--- config.mk ---
export PLATFORM = sky130hd
export DESIGN_NAME = mp3_frame_sync_header_decode_unit
export DESIGN_NICKNAME = d
export VERILOG_FILES = /design/src/sv/mp3fs_pkg.sv /design/src/sv/mp3fs_front.sv /design/src/sv/mp3fs_queue.sv /design/src/sv/mp3fs_back.sv /design/src/sv/mp3_frame_sync_header_decode_unit.sv
export VERILOG_INCLUDE_DIRS = /design/src /design/src/sv
export SDC_FILE = /design/constraint.sdc
export NUM_CORES = 1
export LEC_CHECK = 0
export BUFFER_PORTS_ARGS = -buffer_cell sky130_fd_sc_hd__buf_2
export CELL_PAD_IN_SITES_DETAIL_PLACEMENT = 0
export CELL_PAD_IN_SITES_GLOBAL_PLACEMENT = 2
export CORE_UTILIZATION = 45
export DETAILED_ROUTE_END_ITERATION = 7
export PLACE_DENSITY = 0.9
export SYNTH_ARGS = -nofsm -noshare
export SYNTH_HDL_FRONTEND = slang
export SYNTH_SLANG_ARGS = --single-unit
--- constraint.sdc ---
create_clock -name clk -period 8.4 [get_ports clk]
set_input_delay 0.42 -clock clk [delete_from_list [all_inputs] [get_ports clk]]
set_output_delay 0.42 -clock clk [all_outputs]
set_load 0.03 [all_outputs]
--- src/sv/mp3_frame_sync_header_decode_unit_assert.svh ---
// Assertion macros for the MPEG audio frame sync and header decode unit.
// Included by the top level only; no other dependencies.
`ifndef MP3_FRAME_SYNC_HEADER_DECODE_UNIT_ASSERT_SVH
`define MP3_FRAME_SYNC_HEADER_DECODE_UNIT_ASSERT_SVH

// Same-cycle implication, checked outside reset.
`define MP3FS_ASSERT_NOW(label, clk, rst_n, ante, cons) \
  label: assert property (@(posedge clk) disable iff (!rst_n) (ante) |-> (cons)) \
    else $error("mp3fs same-cycle check failed");

// Next-cycle implication, checked outside reset.
`define MP3FS_ASSERT_NEXT(label, clk, rst_n, ante, cons) \
  label: assert property (@(posedge clk) disable iff (!rst_n) (ante) |=> (cons)) \
    else $error("mp3fs next-cycle check failed");

`endif

--- src/sv/mp3fs_pkg.sv ---
// Shared types, header constants and rate tables for the MPEG audio sync unit.
// No dependencies.
package mp3fs_pkg;

  typedef struct packed {
    logic [7:0] data_byte;
    logic       last_byte;
  } in_item_t;

  typedef struct packed {
    logic        found;
    logic [15:0] offset;
    logic [1:0]  version;
    logic        crc_absent;
    logic [8:0]  bitrate_kbps;
    logic [15:0] sample_rate_hz;
    logic        padding;
    logic [1:0]  chan_mode;
    logic [1:0]  mode_ext;
    logic [2:0]  marker_bits;
    logic [1:0]  emphasis;
    logic [10:0] frame_len;
  } out_item_t;

  // Status of the queue between the front and back parts.
  typedef struct packed {
    logic full;
    logic empty;
  } q_stat_t;

  typedef enum logic [1:0] {
    BK_IDLE,
    BK_MUL,
    BK_DIV,
    BK_OUT
  } bk_state_t;

  localparam logic [7:0] SYNC_BYTE      = 8'hFF;
  localparam logic [7:0] SYNC_MASK      = 8'hE0;
  localparam logic [1:0] VBITS_RESERVED = 2'b01;
  localparam logic [1:0] VBITS_MPEG1    = 2'b11;
  localparam logic [1:0] VBITS_MPEG2    = 2'b10;
  localparam logic [1:0] LAYER_III      = 2'b01;
  localparam logic [3:0] BIDX_FREE      = 4'd0;
  localparam logic [3:0] BIDX_BAD       = 4'd15;
  localparam logic [1:0] SIDX_RESERVED  = 2'd3;

  localparam logic [1:0] VER_MPEG1  = 2'd0;
  localparam logic [1:0] VER_MPEG2  = 2'd1;
  localparam logic [1:0] VER_MPEG25 = 2'd2;

  // Bytes per frame times sample rate over bit rate in kbps.
  localparam logic [17:0] MULT_V1 = 18'd144000;
  localparam logic [17:0] MULT_V2 = 18'd72000;

  localparam int DIV_STEPS = 11;
  localparam int CNT_W     = $clog2(DIV_STEPS);
  localparam int NUM_W     = 26;

  localparam int Q_DEPTH = 2;
  localparam int Q_PTR_W = $clog2(Q_DEPTH);
  localparam int Q_CNT_W = $clog2(Q_DEPTH + 1);

  function automatic logic [8:0] rate_kbps(input logic [1:0] ver, input logic [3:0] bidx);
    logic [8:0] r;
    r = 9'd0;
    if (ver == VER_MPEG1) begin
      case (bidx)
        4'd1:    r = 9'd32;
        4'd2:    r = 9'd40;
        4'd3:    r = 9'd48;
        4'd4:    r = 9'd56;
        4'd5:    r = 9'd64;
        4'd6:    r = 9'd80;
        4'd7:    r = 9'd96;
        4'd8:    r = 9'd112;
        4'd9:    r = 9'd128;
        4'd10:   r = 9'd160;
        4'd11:   r = 9'd192;
        4'd12:   r = 9'd224;
        4'd13:   r = 9'd256;
        4'd14:   r = 9'd320;
        default: r = 9'd0;
      endcase
    end else begin
      case (bidx)
        4'd1:    r = 9'd8;
        4'd2:    r = 9'd16;
        4'd3:    r = 9'd24;
        4'd4:    r = 9'd32;
        4'd5:    r = 9'd40;
        4'd6:    r = 9'd48;
        4'd7:    r = 9'd56;
        4'd8:    r = 9'd64;
        4'd9:    r = 9'd80;
        4'd10:   r = 9'd96;
        4'd11:   r = 9'd112;
        4'd12:   r = 9'd128;
        4'd13:   r = 9'd144;
        4'd14:   r = 9'd160;
        default: r = 9'd0;
      endcase
    end
    return r;
  endfunction

  function automatic logic [15:0] rate_hz(input logic [1:0] ver, input logic [1:0] sidx);
    logic [15:0] r;
    case ({ver, sidx})
      {VER_MPEG1, 2'd0}:  r = 16'd44100;
      {VER_MPEG1, 2'd1}:  r = 16'd48000;
      {VER_MPEG1, 2'd2}:  r = 16'd32000;
      {VER_MPEG2, 2'd0}:  r = 16'd22050;
      {VER_MPEG2, 2'd1}:  r = 16'd24000;
      {VER_MPEG2, 2'd2}:  r = 16'd16000;
      {VER_MPEG25, 2'd0}: r = 16'd11025;
      {VER_MPEG25, 2'd1}: r = 16'd12000;
      {VER_MPEG25, 2'd2}: r = 16'd8000;
      default:            r = 16'd0;
    endcase
    return r;
  endfunction

endpackage

--- src/sv/mp3fs_front.sv ---
// Front part: byte history, byte count and header window check.
// Depends on mp3fs_pkg; pushes one record per result into the queue.
module mp3fs_front #(
  parameter int OFFSET_WIDTH = 16
) (
  input  logic                clk,
  input  logic                rst_n,
  input  logic                in_valid,
  output logic                in_ready,
  input  mp3fs_pkg::in_item_t in_data,
  input  mp3fs_pkg::q_stat_t  q_stat,
  output logic                push,
  output mp3fs_pkg::out_item_t push_data
);
  import mp3fs_pkg::*;

  logic [23:0]             hist_r, hist_nxt;
  logic [OFFSET_WIDTH-1:0] count_r, count_nxt;
  logic                    seen_r, seen_nxt;

  logic [7:0]              h0, h1, h2, h3;
  logic [1:0]              vbits, ver;
  logic [3:0]              bidx;
  logic [1:0]              sidx;
  logic                    hdr_ok, window_on, match, push_cond, accept;
  logic [OFFSET_WIDTH-1:0] off_w;
  logic [31:0]             off_ext;

  always_comb begin
    h0    = hist_r[23:16];
    h1    = hist_r[15:8];
    h2    = hist_r[7:0];
    h3    = in_data.data_byte;
    vbits = h1[4:3];
    bidx  = h2[7:4];
    sidx  = h2[3:2];
    case (vbits)
      VBITS_MPEG1: ver = VER_MPEG1;
      VBITS_MPEG2: ver = VER_MPEG2;
      default:     ver = VER_MPEG25;
    endcase
    // Frame size is never below four bytes for any legal header, so that
    // check needs no term here.
    hdr_ok = (h0 == SYNC_BYTE) && ((h1 & SYNC_MASK) == SYNC_MASK) &&
             (vbits != VBITS_RESERVED) && (h1[2:1] == LAYER_III) &&
             (bidx != BIDX_FREE) && (bidx != BIDX_BAD) && (sidx != SIDX_RESERVED);
    window_on = !seen_r && (count_r >= OFFSET_WIDTH'(3)) && (count_r != '1);
    match     = window_on && hdr_ok;
    push_cond = match || (in_data.last_byte && !seen_r);
    in_ready  = !q_stat.full || !push_cond;
    accept    = in_valid && in_ready;
    push      = accept && push_cond;

    off_w   = count_r - OFFSET_WIDTH'(3);
    off_ext = 32'(off_w);

    push_data = '0;
    if (match) begin
      push_data.found          = 1'b1;
      push_data.offset         = off_ext[15:0];
      push_data.version        = ver;
      push_data.crc_absent     = h1[0];
      push_data.bitrate_kbps   = rate_kbps(ver, bidx);
      push_data.sample_rate_hz = rate_hz(ver, sidx);
      push_data.padding        = h2[1];
      push_data.chan_mode      = h3[7:6];
      push_data.mode_ext       = h3[5:4];
      push_data.marker_bits    = {h2[0], h3[3], h3[2]};
      push_data.emphasis       = h3[1:0];
    end

    hist_nxt  = hist_r;
    count_nxt = count_r;
    seen_nxt  = seen_r;
    if (accept) begin
      if (in_data.last_byte) begin
        hist_nxt  = '0;
        count_nxt = '0;
        seen_nxt  = 1'b0;
      end else begin
        hist_nxt = {hist_r[15:0], in_data.data_byte};
        if (count_r != '1) begin
          count_nxt = count_r + OFFSET_WIDTH'(1);
        end
        seen_nxt = seen_r || match;
      end
    end
  end

  always_ff @(posedge clk) begin
    if (!rst_n) begin
      hist_r  <= '0;
      count_r <= '0;
      seen_r  <= 1'b0;
    end else begin
      hist_r  <= hist_nxt;
      count_r <= count_nxt;
      seen_r  <= seen_nxt;
    end
  end

endmodule

--- src/sv/mp3fs_queue.sv ---
// Two-entry queue of result records between the front and back parts.
// Depends on mp3fs_pkg.
module mp3fs_queue (
  input  logic                 clk,
  input  logic                 rst_n,
  input  logic                 push,
  input  mp3fs_pkg::out_item_t push_data,
  input  logic                 pop,
  output mp3fs_pkg::q_stat_t   q_stat,
  output mp3fs_pkg::out_item_t head
);
  import mp3fs_pkg::*;

  out_item_t          mem_r [Q_DEPTH];
  logic [Q_PTR_W-1:0] wr_r, wr_nxt, rd_r, rd_nxt;
  logic [Q_CNT_W-1:0] cnt_r, cnt_nxt;
  logic               do_push, do_pop;

  always_comb begin
    q_stat.full  = (cnt_r == Q_CNT_W'(Q_DEPTH));
    q_stat.empty = (cnt_r == '0);
    head         = mem_r[rd_r];
    do_push      = push && !q_stat.full;
    do_pop       = pop && !q_stat.empty;
    wr_nxt       = do_push ? wr_r + Q_PTR_W'(1) : wr_r;
    rd_nxt       = do_pop ? rd_r + Q_PTR_W'(1) : rd_r;
    cnt_nxt      = cnt_r;
    if (do_push && !do_pop) begin
      cnt_nxt = cnt_r + Q_CNT_W'(1);
    end else if (do_pop && !do_push) begin
      cnt_nxt = cnt_r - Q_CNT_W'(1);
    end
  end

  always_ff @(posedge clk) begin
    if (do_push) begin
      mem_r[wr_r] <= push_data;
    end
  end

  always_ff @(posedge clk) begin
    if (!rst_n) begin
      wr_r  <= '0;
      rd_r  <= '0;
      cnt_r <= '0;
    end else begin
      wr_r  <= wr_nxt;
      rd_r  <= rd_nxt;
      cnt_r <= cnt_nxt;
    end
  end

endmodule

--- src/sv/mp3fs_back.sv ---
// Back part: frame size by multiply and restoring division, and output register.
// Depends on mp3fs_pkg; pops records from mp3fs_queue.
module mp3fs_back (
  input  logic                 clk,
  input  logic                 rst_n,
  input  mp3fs_pkg::q_stat_t   q_stat,
  input  mp3fs_pkg::out_item_t head,
  output logic                 pop,
  output logic                 out_valid,
  input  logic                 out_ready,
  output mp3fs_pkg::out_item_t out_data
);
  import mp3fs_pkg::*;

  bk_state_t        state_r, state_nxt;
  out_item_t        item_r, item_nxt;
  logic [NUM_W-1:0] rem_r, rem_nxt;
  logic [10:0]      quo_r, quo_nxt;
  logic [CNT_W-1:0] cnt_r, cnt_nxt;

  logic [17:0]      mult;
  logic [26:0]      prod;
  logic [NUM_W:0]   div_shift, trial;
  logic [10:0]      quo_new;

  always_comb begin
    mult      = (item_r.version == VER_MPEG1) ? MULT_V1 : MULT_V2;
    prod      = {18'd0, item_r.bitrate_kbps} * {9'd0, mult};
    div_shift = (NUM_W + 1)'(item_r.sample_rate_hz) << cnt_r;
    trial     = {1'b0, rem_r} - div_shift;
    quo_new   = {quo_r[9:0], !trial[NUM_W]};

    state_nxt = state_r;
    item_nxt  = item_r;
    rem_nxt   = rem_r;
    quo_nxt   = quo_r;
    cnt_nxt   = cnt_r;
    pop       = 1'b0;
    out_valid = 1'b0;

    case (state_r)
      BK_IDLE: begin
        if (!q_stat.empty) begin
          pop       = 1'b1;
          item_nxt  = head;
          state_nxt = head.found ? BK_MUL : BK_OUT;
        end
      end
      BK_MUL: begin
        rem_nxt   = prod[NUM_W-1:0];
        quo_nxt   = '0;
        cnt_nxt   = CNT_W'(DIV_STEPS - 1);
        state_nxt = BK_DIV;
      end
      BK_DIV: begin
        // One quotient bit per cycle, most significant first.
        if (!trial[NUM_W]) begin
          rem_nxt = trial[NUM_W-1:0];
        end
        quo_nxt = quo_new;
        cnt_nxt = cnt_r - CNT_W'(1);
        if (cnt_r == '0) begin
          item_nxt.frame_len = quo_new + {10'd0, item_r.padding};
          state_nxt          = BK_OUT;
        end
      end
      BK_OUT: begin
        out_valid = 1'b1;
        if (out_ready) begin
          state_nxt = BK_IDLE;
        end
      end
      default: state_nxt = BK_IDLE;
    endcase

    out_data = item_r;
  end

  always_ff @(posedge clk) begin
    if (!rst_n) begin
      state_r <= BK_IDLE;
    end else begin
      state_r <= state_nxt;
    end
  end

  always_ff @(posedge clk) begin
    item_r <= item_nxt;
    rem_r  <= rem_nxt;
    quo_r  <= quo_nxt;
    cnt_r  <= cnt_nxt;
  end

endmodule

--- src/sv/mp3_frame_sync_header_decode_unit.sv ---
// Channel  Handshake             Payload
// in       in_valid / in_ready   in_data   (mp3fs_pkg::in_item_t, one byte and last mark)
// out      out_valid / out_ready out_data  (mp3fs_pkg::out_item_t, sync result)
//
// The front takes one byte per cycle and stalls only when a result must be queued and
// the two-entry queue is full. A result without a header passes the back through pop and
// output only; a found header passes through pop, one multiply, 11 divider steps and output.
// Reset is synchronous on rst_n low and clears history, count, queue and back state.
// A stalled output holds the back, and the queue then absorbs up to two more results.
// Top level of the MPEG audio frame sync and header decode unit.
// Depends on mp3fs_pkg, mp3fs_front, mp3fs_queue, mp3fs_back and the assertion header.
module mp3_frame_sync_header_decode_unit #(
  parameter int OFFSET_WIDTH = 16
) (
  input  logic                 clk,
  input  logic                 rst_n,
  input  logic                 in_valid,
  output logic                 in_ready,
  input  mp3fs_pkg::in_item_t  in_data,
  output logic                 out_valid,
  input  logic                 out_ready,
  output mp3fs_pkg::out_item_t out_data
);
  import mp3fs_pkg::*;

  `include "mp3_frame_sync_header_decode_unit_assert.svh"

  q_stat_t   q_stat;
  logic      push, pop;
  out_item_t push_data, head;

  mp3fs_front #(
    .OFFSET_WIDTH(OFFSET_WIDTH)
  ) u_front (
    .clk      (clk),
    .rst_n    (rst_n),
    .in_valid (in_valid),
    .in_ready (in_ready),
    .in_data  (in_data),
    .q_stat   (q_stat),
    .push     (push),
    .push_data(push_data)
  );

  mp3fs_queue u_queue (
    .clk      (clk),
    .rst_n    (rst_n),
    .push     (push),
    .push_data(push_data),
    .pop      (pop),
    .q_stat   (q_stat),
    .head     (head)
  );

  mp3fs_back u_back (
    .clk      (clk),
    .rst_n    (rst_n),
    .q_stat   (q_stat),
    .head     (head),
    .pop      (pop),
    .out_valid(out_valid),
    .out_ready(out_ready),
    .out_data (out_data)
  );

  // A record is never offered to a full queue.
  `MP3FS_ASSERT_NOW(a_no_overflow, clk, rst_n, push, !q_stat.full)

  // A found header always reports a legal version, a rate and a real frame.
  `MP3FS_ASSERT_NOW(a_found_legal, clk, rst_n, out_valid && out_data.found,
    (out_data.version <= VER_MPEG25) && (out_data.bitrate_kbps != 9'd0) &&
    (out_data.frame_len >= 11'd4))

  // A pushed record leaves the queue non-empty in the next cycle.
  `MP3FS_ASSERT_NEXT(a_push_lands, clk, rst_n, push && !pop, !q_stat.empty)

endmodule

== Yosys cells after proc, flatten, opt, wreduce, memory -nomap -nowiden ==
Memory sizes are Yosys's and may differ from the RTL's. A register that Yosys moved wholly into a read port is not among the register bits.
Index checks and enable logic that the tools add are counted.

* Bits in registers: 153
* Memory bits (writable): 110
* Bits in read-only memories: 416
* Bits of input ports: 13
* Output and inout port bits: 68
* Memories kept: 4

* Add/sub/neg operators: 9
* Multiply operators: 1
* Order comparisons: 1
* Eq/ne operators: 17
* Shifts and indexed selects: 1
* Multiplexer cells: 33
* Bitwise operators: 1
* Reductions and logical operators: 41

{| class="wikitable"
|+ Memory list
! memory !! depth !! width !! rd ports !! clocked after memory_dff !! write ports !! RTL line !! source
|-
| (name not given) || 16 || 15 || 1 || 0 || 0 || mp3fs_pkg.sv:109 || <nowiki>case ({ver, sidx})</nowiki>
|-
| u_queue.mem_r || 2 || 55 || 1 || 1 || 1 || mp3fs_queue.sv:14 || <nowiki>out_item_t mem_r [Q_DEPTH];</nowiki>
|-
| (name not given) || 16 || 6 || 1 || 1 || 0 || mp3fs_pkg.sv:68 || <nowiki>case (bidx)</nowiki>
|-
| (name not given) || 16 || 5 || 1 || 1 || 0 || mp3fs_pkg.sv:86 || <nowiki>case (bidx)</nowiki>
|}

{| class="wikitable"
|+ Operator list
! cell !! number
|-
| 55-bit two-way mux || 1
|-
| 26-bit one-hot mux with 2 select lines || 1
|-
| 16-bit two-way mux || 2
|-
| 16-bit by 4-bit left shift with 27-bit output || 1
|-
| 26-bit by 27-bit subtractor with 27-bit output || 1
|-
| 9-bit by 18-bit multiplier with 26-bit output || 1
|-
| 26-bit two-way mux || 1
|-
| 24-bit two-way mux || 1
|-
| 11-bit two-way mux || 2
|-
| 11-bit one-hot mux with 2 select lines || 1
|-
| 10-bit one-hot mux with 2 select lines || 1
|-
| 18-bit two-way mux || 1
|-
| 16-bit by 1-bit adder with 16-bit output, second input constant || 1
|-
| 16-bit by 2-bit greater-or-equal comparator with 1-bit output, second input constant || 1
|-
| 1-bit logical AND || 16
|-
| 4-bit two-way mux || 4
|-
| 16-bit inequality test, second input constant || 1
|-
| 16-bit by 2-bit subtractor with 16-bit output, second input constant || 1
|-
| 2-bit two-way mux || 6
|-
| 11-bit by 1-bit adder with 11-bit output || 1
|-
| 2-bit == test, second input constant || 5
|-
| 9-bit two-way mux || 1
|-
| 8-bit == test, second input constant || 1
|-
| 2-bit zero test || 4
|-
| other kinds (21) || 48
|}

== Longest topological paths before layout ==
* Depth after elaboration: 18
* Gate-level depth with buffers: 23

== By module ==
From an unflattened synthesis, not the netlist that was laid out.

* Cell total of the unflattened synthesis: 1510
* Area, all modules: 16803.6 um^2

{| class="wikitable"
|+ By module, submodules not included
! module !! times used !! cells each !! area each (um^2) !! seq. area each (um^2)
|-
| mp3fs_back || 1 || 838 || 8474.4 || 3223.1
|-
| mp3fs_queue || 1 || 230 || 5003.5 || 4063.9
|-
| mp3fs_front || 1 || 442 || 3325.7 || 1041.0
|}

== Least setup slack after synthesis ==
OpenSTA, ideal clock, no wires.

* Kind: register -> register
* Start point: register u_front.hist_r[3]
* End point: memory u_queue.mem_r[0][0] (netlist name) (enable)
* Library setup time: 0.519 ns
* Data arrival time: 5.228 ns
* Path slack: 2.653 ns
* Cell stages (with the launch flop): 7
* Buffers on the path: 0
* Period minus slack after synthesis: 5.747 ns
* Cells stage by stage: dfxtp_1 ha_1 nand2b_1 or4_1 a311oi_2 a21boi_4 nor3_1

* Word-level cells in the longest chain between the ends: 11

{| class="wikitable"
|+ RTL lines
! item !! RTL line !! source
|-
| from (decl) || mp3fs_front.sv:17 || <nowiki>logic [23:0] hist_r, hist_nxt;</nowiki>
|-
| from (signal assigned) || mp3fs_front.sv:96 || <nowiki>hist_r <= hist_nxt;</nowiki>
|-
| 2-bit inequality test * || mp3fs_front.sv:46 || <nowiki>(bidx != BIDX_FREE) && (bidx != BIDX_BAD) && (sidx != SIDX_RESERVED);</nowiki>
|-
| 1-bit logical AND * || mp3fs_front.sv:46 ||
|-
| 1-bit logical AND * || mp3fs_front.sv:48 || <nowiki>match = window_on && hdr_ok;</nowiki>
|-
| 1-bit logical OR * || mp3fs_front.sv:49 || <nowiki>push_cond = match || (in_data.last_byte && !seen_r);</nowiki>
|-
| 1-bit zero test || mp3fs_front.sv:50 || <nowiki>in_ready = !q_stat.full || !push_cond;</nowiki>
|-
| 1-bit logical OR || mp3fs_front.sv:50 ||
|-
| 1-bit logical AND || mp3fs_front.sv:51 || <nowiki>accept = in_valid && in_ready;</nowiki>
|-
| 1-bit logical AND * || mp3fs_front.sv:52 || <nowiki>push = accept && push_cond;</nowiki>
|-
| 1-bit logical AND * || mp3fs_queue.sv:23 || <nowiki>do_push = push && !q_stat.full;</nowiki>
|-
| 1-bit two-way mux * || mp3fs_queue.sv:36 || <nowiki>if (do_push) begin</nowiki>
|-
| 1-bit two-way mux (not written as such) * || mp3fs_queue.sv:37 || <nowiki>mem_r[wr_r] <= push_data;</nowiki>
|-
| to (decl) || mp3fs_queue.sv:14 ||
|}

Mark *: on every way between the ends. The rest lies on a longest branch, timed or not.

== Worst setup path after layout ==
* Start point: register u_back.cnt_r[0]
* End point: register u_back.item_r (netlist bit u_back.out_data[10]) (data pin)

* Word-level cells in the longest chain between the ends: 6

{| class="wikitable"
|+ RTL lines
! item !! RTL line !! source
|-
| from (decl) || mp3fs_back.sv:19 || <nowiki>logic [CNT_W-1:0] cnt_r, cnt_nxt;</nowiki>
|-
| from (signal assigned) || mp3fs_back.sv:91 || <nowiki>cnt_r <= cnt_nxt;</nowiki>
|-
| 16-bit by 4-bit left shift with 27-bit output || mp3fs_back.sv:29 || <nowiki>div_shift = (NUM_W + 1)'(item_r.sample_rate_hz) << cnt_r;</nowiki>
|-
| 26-bit by 27-bit subtractor with 27-bit output || mp3fs_back.sv:30 || <nowiki>trial = {1'b0, rem_r} - div_shift;</nowiki>
|-
| 1-bit zero test || mp3fs_back.sv:31 || <nowiki>quo_new = {quo_r[9:0], !trial[NUM_W]};</nowiki>
|-
| named net u_back.quo_new[0] || mp3fs_back.sv:24 || <nowiki>logic [10:0] quo_new;</nowiki>
|-
| 11-bit by 1-bit adder with 11-bit output || mp3fs_back.sv:63 || <nowiki>item_nxt.frame_len = quo_new + {10'd0, item_r.padding};</nowiki>
|-
| 11-bit two-way mux || mp3fs_back.sv:62 || <nowiki>if (cnt_r == '0) begin</nowiki>
|-
| 11-bit one-hot mux with 2 select lines || mp3fs_back.sv:41 || <nowiki>case (state_r)</nowiki>
|-
| to (signal assigned) || mp3fs_back.sv:88 || <nowiki>item_r <= item_nxt;</nowiki>
|-
| to (decl) || mp3fs_back.sv:16 || <nowiki>out_item_t item_r, item_nxt;</nowiki>
|}

The timed path passes the listed nets, and every way through them passes these cells. The select of a mux whose other input is x is not followed.
A chain may end at the register's enable or synchronous reset.

==> out/results.tsv <==
metric	value	unit
grt_max_degree	71	
nNetsFinal	1495	
dr.pass1.iters	4	
critPathMaxStageDelay	0.86	ns
dp_hpwl	22850	µm
root_buffer	clkbuf_16	
drive_gt1_share	15.59	%
track_usage	19.61	%
hold_buffers	0	
coreArea	0.03083	mm²
slowest_stage	edfxtp_1	
grt-ovfl-total	0	
pin_count	81	
final_antenna_net_count	0	
insertion_delay	0.54	ns
fillerInstances	2791	
finalCritPeriodShare	73.68	%
synth_warnings	0	
setup_tns	0	ns
die_h	179.9	µm
dieWidth	179.9	µm
path_delay_family	compound AO/OA/AOI/OAI gates	
drv_slew	0	
fmax	161.6	MHz
critical_path_buf_inv_count	1	
hp-class	input port to flip-flop	
arrival	6.49	ns
synth-edff-count	201	
required	8.70	ns
cp_max_fo	20	
setup_viol	0	
cts_setup_buffers	0	
diodes	0	
areaGrowthSynthToFinish	12.45	%
drc	0	
synthTopCellsByArea	edfxtp_1 (42%), dfxtp_1 (8.3%), ha_1 (7.7%), mux2_2 (4.3%), nand2_1 (3.8%)	
period_minus_slack	6.189	ns
start_util	46.21	%
postSynthRegisterBits	260	
cts_buffers	28	
ys_seq_area_share	50.66	%
synth_top_area_share	42.37	%
clk_pin_slew	0.06	ns
die-area	0.03237	mm²
finalHoldViolCount	0	
cap_viol_max_count	0	
crit_path_cell_trace	inv_1 > a211oi_1 > a21oi_1 > mux2i_1 > nor2_1 > a21oi_1 > ha_1 > a211o_1 > or3_1 > o211ai_1 > o21ai_0 > a211o_1 > a2111oi_0 > nor2_1 > xnor2_1 > ha_1 > ha_1 > nand3_1 > nor2_1 > xor2_1 > and2_1	
avgSynthCellArea	10.90	µm²
synth-async-reset-ratio	0	%
synth_cell_types	71	
totalWireLength	31660	µm
setup.worst_path.start_class	flip-flop	
cts_tree	built	
synthCells	1307	
cts_sinks	260	
critPathKind	flip-flop to flip-flop	
grt_antenna_before_repair	0	
cts_buffer_depth	3	
status	complete, no violations	
tightest_slew	1.131	ns
htree_num_levels	1	
slew_headroom	24.20	%
synth_area	0.01424	mm²
rsz0062_at_grt	no	
io_buffers	76	
detail_route.vias_per_cell	5.422	
yosys.area.top_type	edfxtp_1	
dominantRegCellSynth	edfxtp_1	
critPathCaptureType	flip-flop	
first_global_vias	9277	
clock_skew	0.01503	ns
core.rowCount	64	
grt_pass1_wl	50560	µm
drtIter0Drc	456	
routedWlPerCell	17.65	µm
gp_congestion	0.8359	
post_cts_resized	0	
dr_total_vias	9727	
-- area by class of cell --
class / instances / area, µm² / share of cell area, %
multi-input cells: 933 / 6574 / 41.04
well taps: 396 / 495.5 / 3.093
repair buffers: 87 / 462.9 / 2.890
flip-flops and latches: 260 / 7218 / 45.06
clock buffers: 31 / 733.2 / 4.577
clock inverters: 21 / 286.5 / 1.789
inverters: 66 / 247.7 / 1.547
-- cell usage in the layout (no fill, tap or decap), types with 49 or more instances in the layout --
master,synthesis,final
nor2_1,93,93
a21oi_1,91,91
nand2_1,145,145
dfxtp_1,59,58
o21ai_0,49,49
inv_1,65,64
buf_2,10,76
ha_1,88,87
mux2_2,55,55
edfxtp_1,201,201
-- worst paths after layout --
check | start | to | slack, ns | cells past startpoint
setup / recovery | u_back.cnt_r[0]$_SDFFCE_PN0P_ | u_back.out_data[10]$_SDFFCE_PN0P_ | 2.21 | 21
hold / removal | in_data[4] | u_front.hist_r[3]$_SDFFE_PN0N_ | 0.13 | 3
setup reg to reg | u_back.cnt_r[0]$_SDFFCE_PN0P_ | u_back.out_data[10]$_SDFFCE_PN0P_ | 2.21 | 21
hold reg to reg | u_front.hist_r[0]$_SDFFE_PN0N_ | u_front.hist_r[8]$_SDFFE_PN0N_ | 0.47 | 2
-- registers in the layout, summed over array words and instances, names as in the netlist, named ones only --
| name | flops |
|---|---|
| u_queue.mem_r | 100 |
| u_back.out_data | 61 |
| u_back.rem_r | 26 |
| u_front.hist_r | 24 |
| u_front.count_r | 16 |
| u_back.quo_r | 10 |
| u_back.cnt_r | 4 |
| u_back.state_r | 2 |
| u_queue.cnt_r | 2 |
| u_front.seen_r | 1 |
| u_queue.rd_r | 1 |
| u_queue.wr_r | 1 |
-- tightest hold or removal path: stages --
cell	delay, ns
buf_2	0.11
nand2_1	0.05
a21oi_1	0.05
-- layer usage --
metal  track usage (%)  wire, µm
met1             26.60     14610
met4             5.276       719
met2             33.12     15250
met3             2.431      1081
met5                 0         0
-- metrics by stage --
stage / instances / hold slack, ns / utilization, % / area [µm²] / setup slack [ns]
after floorplan: 1319 / 0.4406 / - / 14290 / 2.653
after global placement: 1742 / 0.4526 / 48.65 / 15000 / 2.444
after detailed placement: 1742 / 0.4607 / 48.65 / 15000 / 2.331
after CTS: 1794 / 0.1081 / 51.96 / 16020 / 2.293
after global routing: 1794 / 0.1243 / 51.96 / 16020 / 1.514
final: 1794 / 0.1333 / 51.96 / 16020 / 2.211
-- cells in the mapped netlist, types with 4 or more instances --
cell type	number
o21bai_1	5
or4_1	5
o21a_1	7
nand3_1	29
a41oi_1	5
mux2_2	55
or2_2	9
nor4_1	5
nand2b_1	16
a31oi_1	5
and3_1	22
xnor2_1	38
fa_1	18
or3_1	23
dfxtp_1	59
nor2b_1	14
buf_2	10
xor2_1	26
nand4_1	12
a21o_1	14
a211oi_1	12
a21boi_0	7
ha_1	88
edfxtp_1	201
a21oi_1	91
nand2_1	145
inv_1	65
o211ai_1	4
mux2i_1	18
and2_1	34
nor3_1	20
clkbuf_1	39
nor2_1	93
buf_4	8
o21ai_0	49
-- logic make-up (layout without fill, tap and decap cells) --
group,Yosys count,count (layout),synth area share [%]
AO/OA/AOI/OAI,234,234,10.33
adder cells (fa/ha/maj),106,106,10.26
other,2,14,0.05272
XOR/XNOR,64,64,3.935
buffers and inverters,126,205,3.619
AND/OR/NAND/NOR,439,439,15.05
flip-flops,260,260,50.66
multiplexers,76,76,6.087
Power is left out: the tool's default activity adds up to more than one toggle a clock period on the data nets, which glitch-free logic cannot reach.
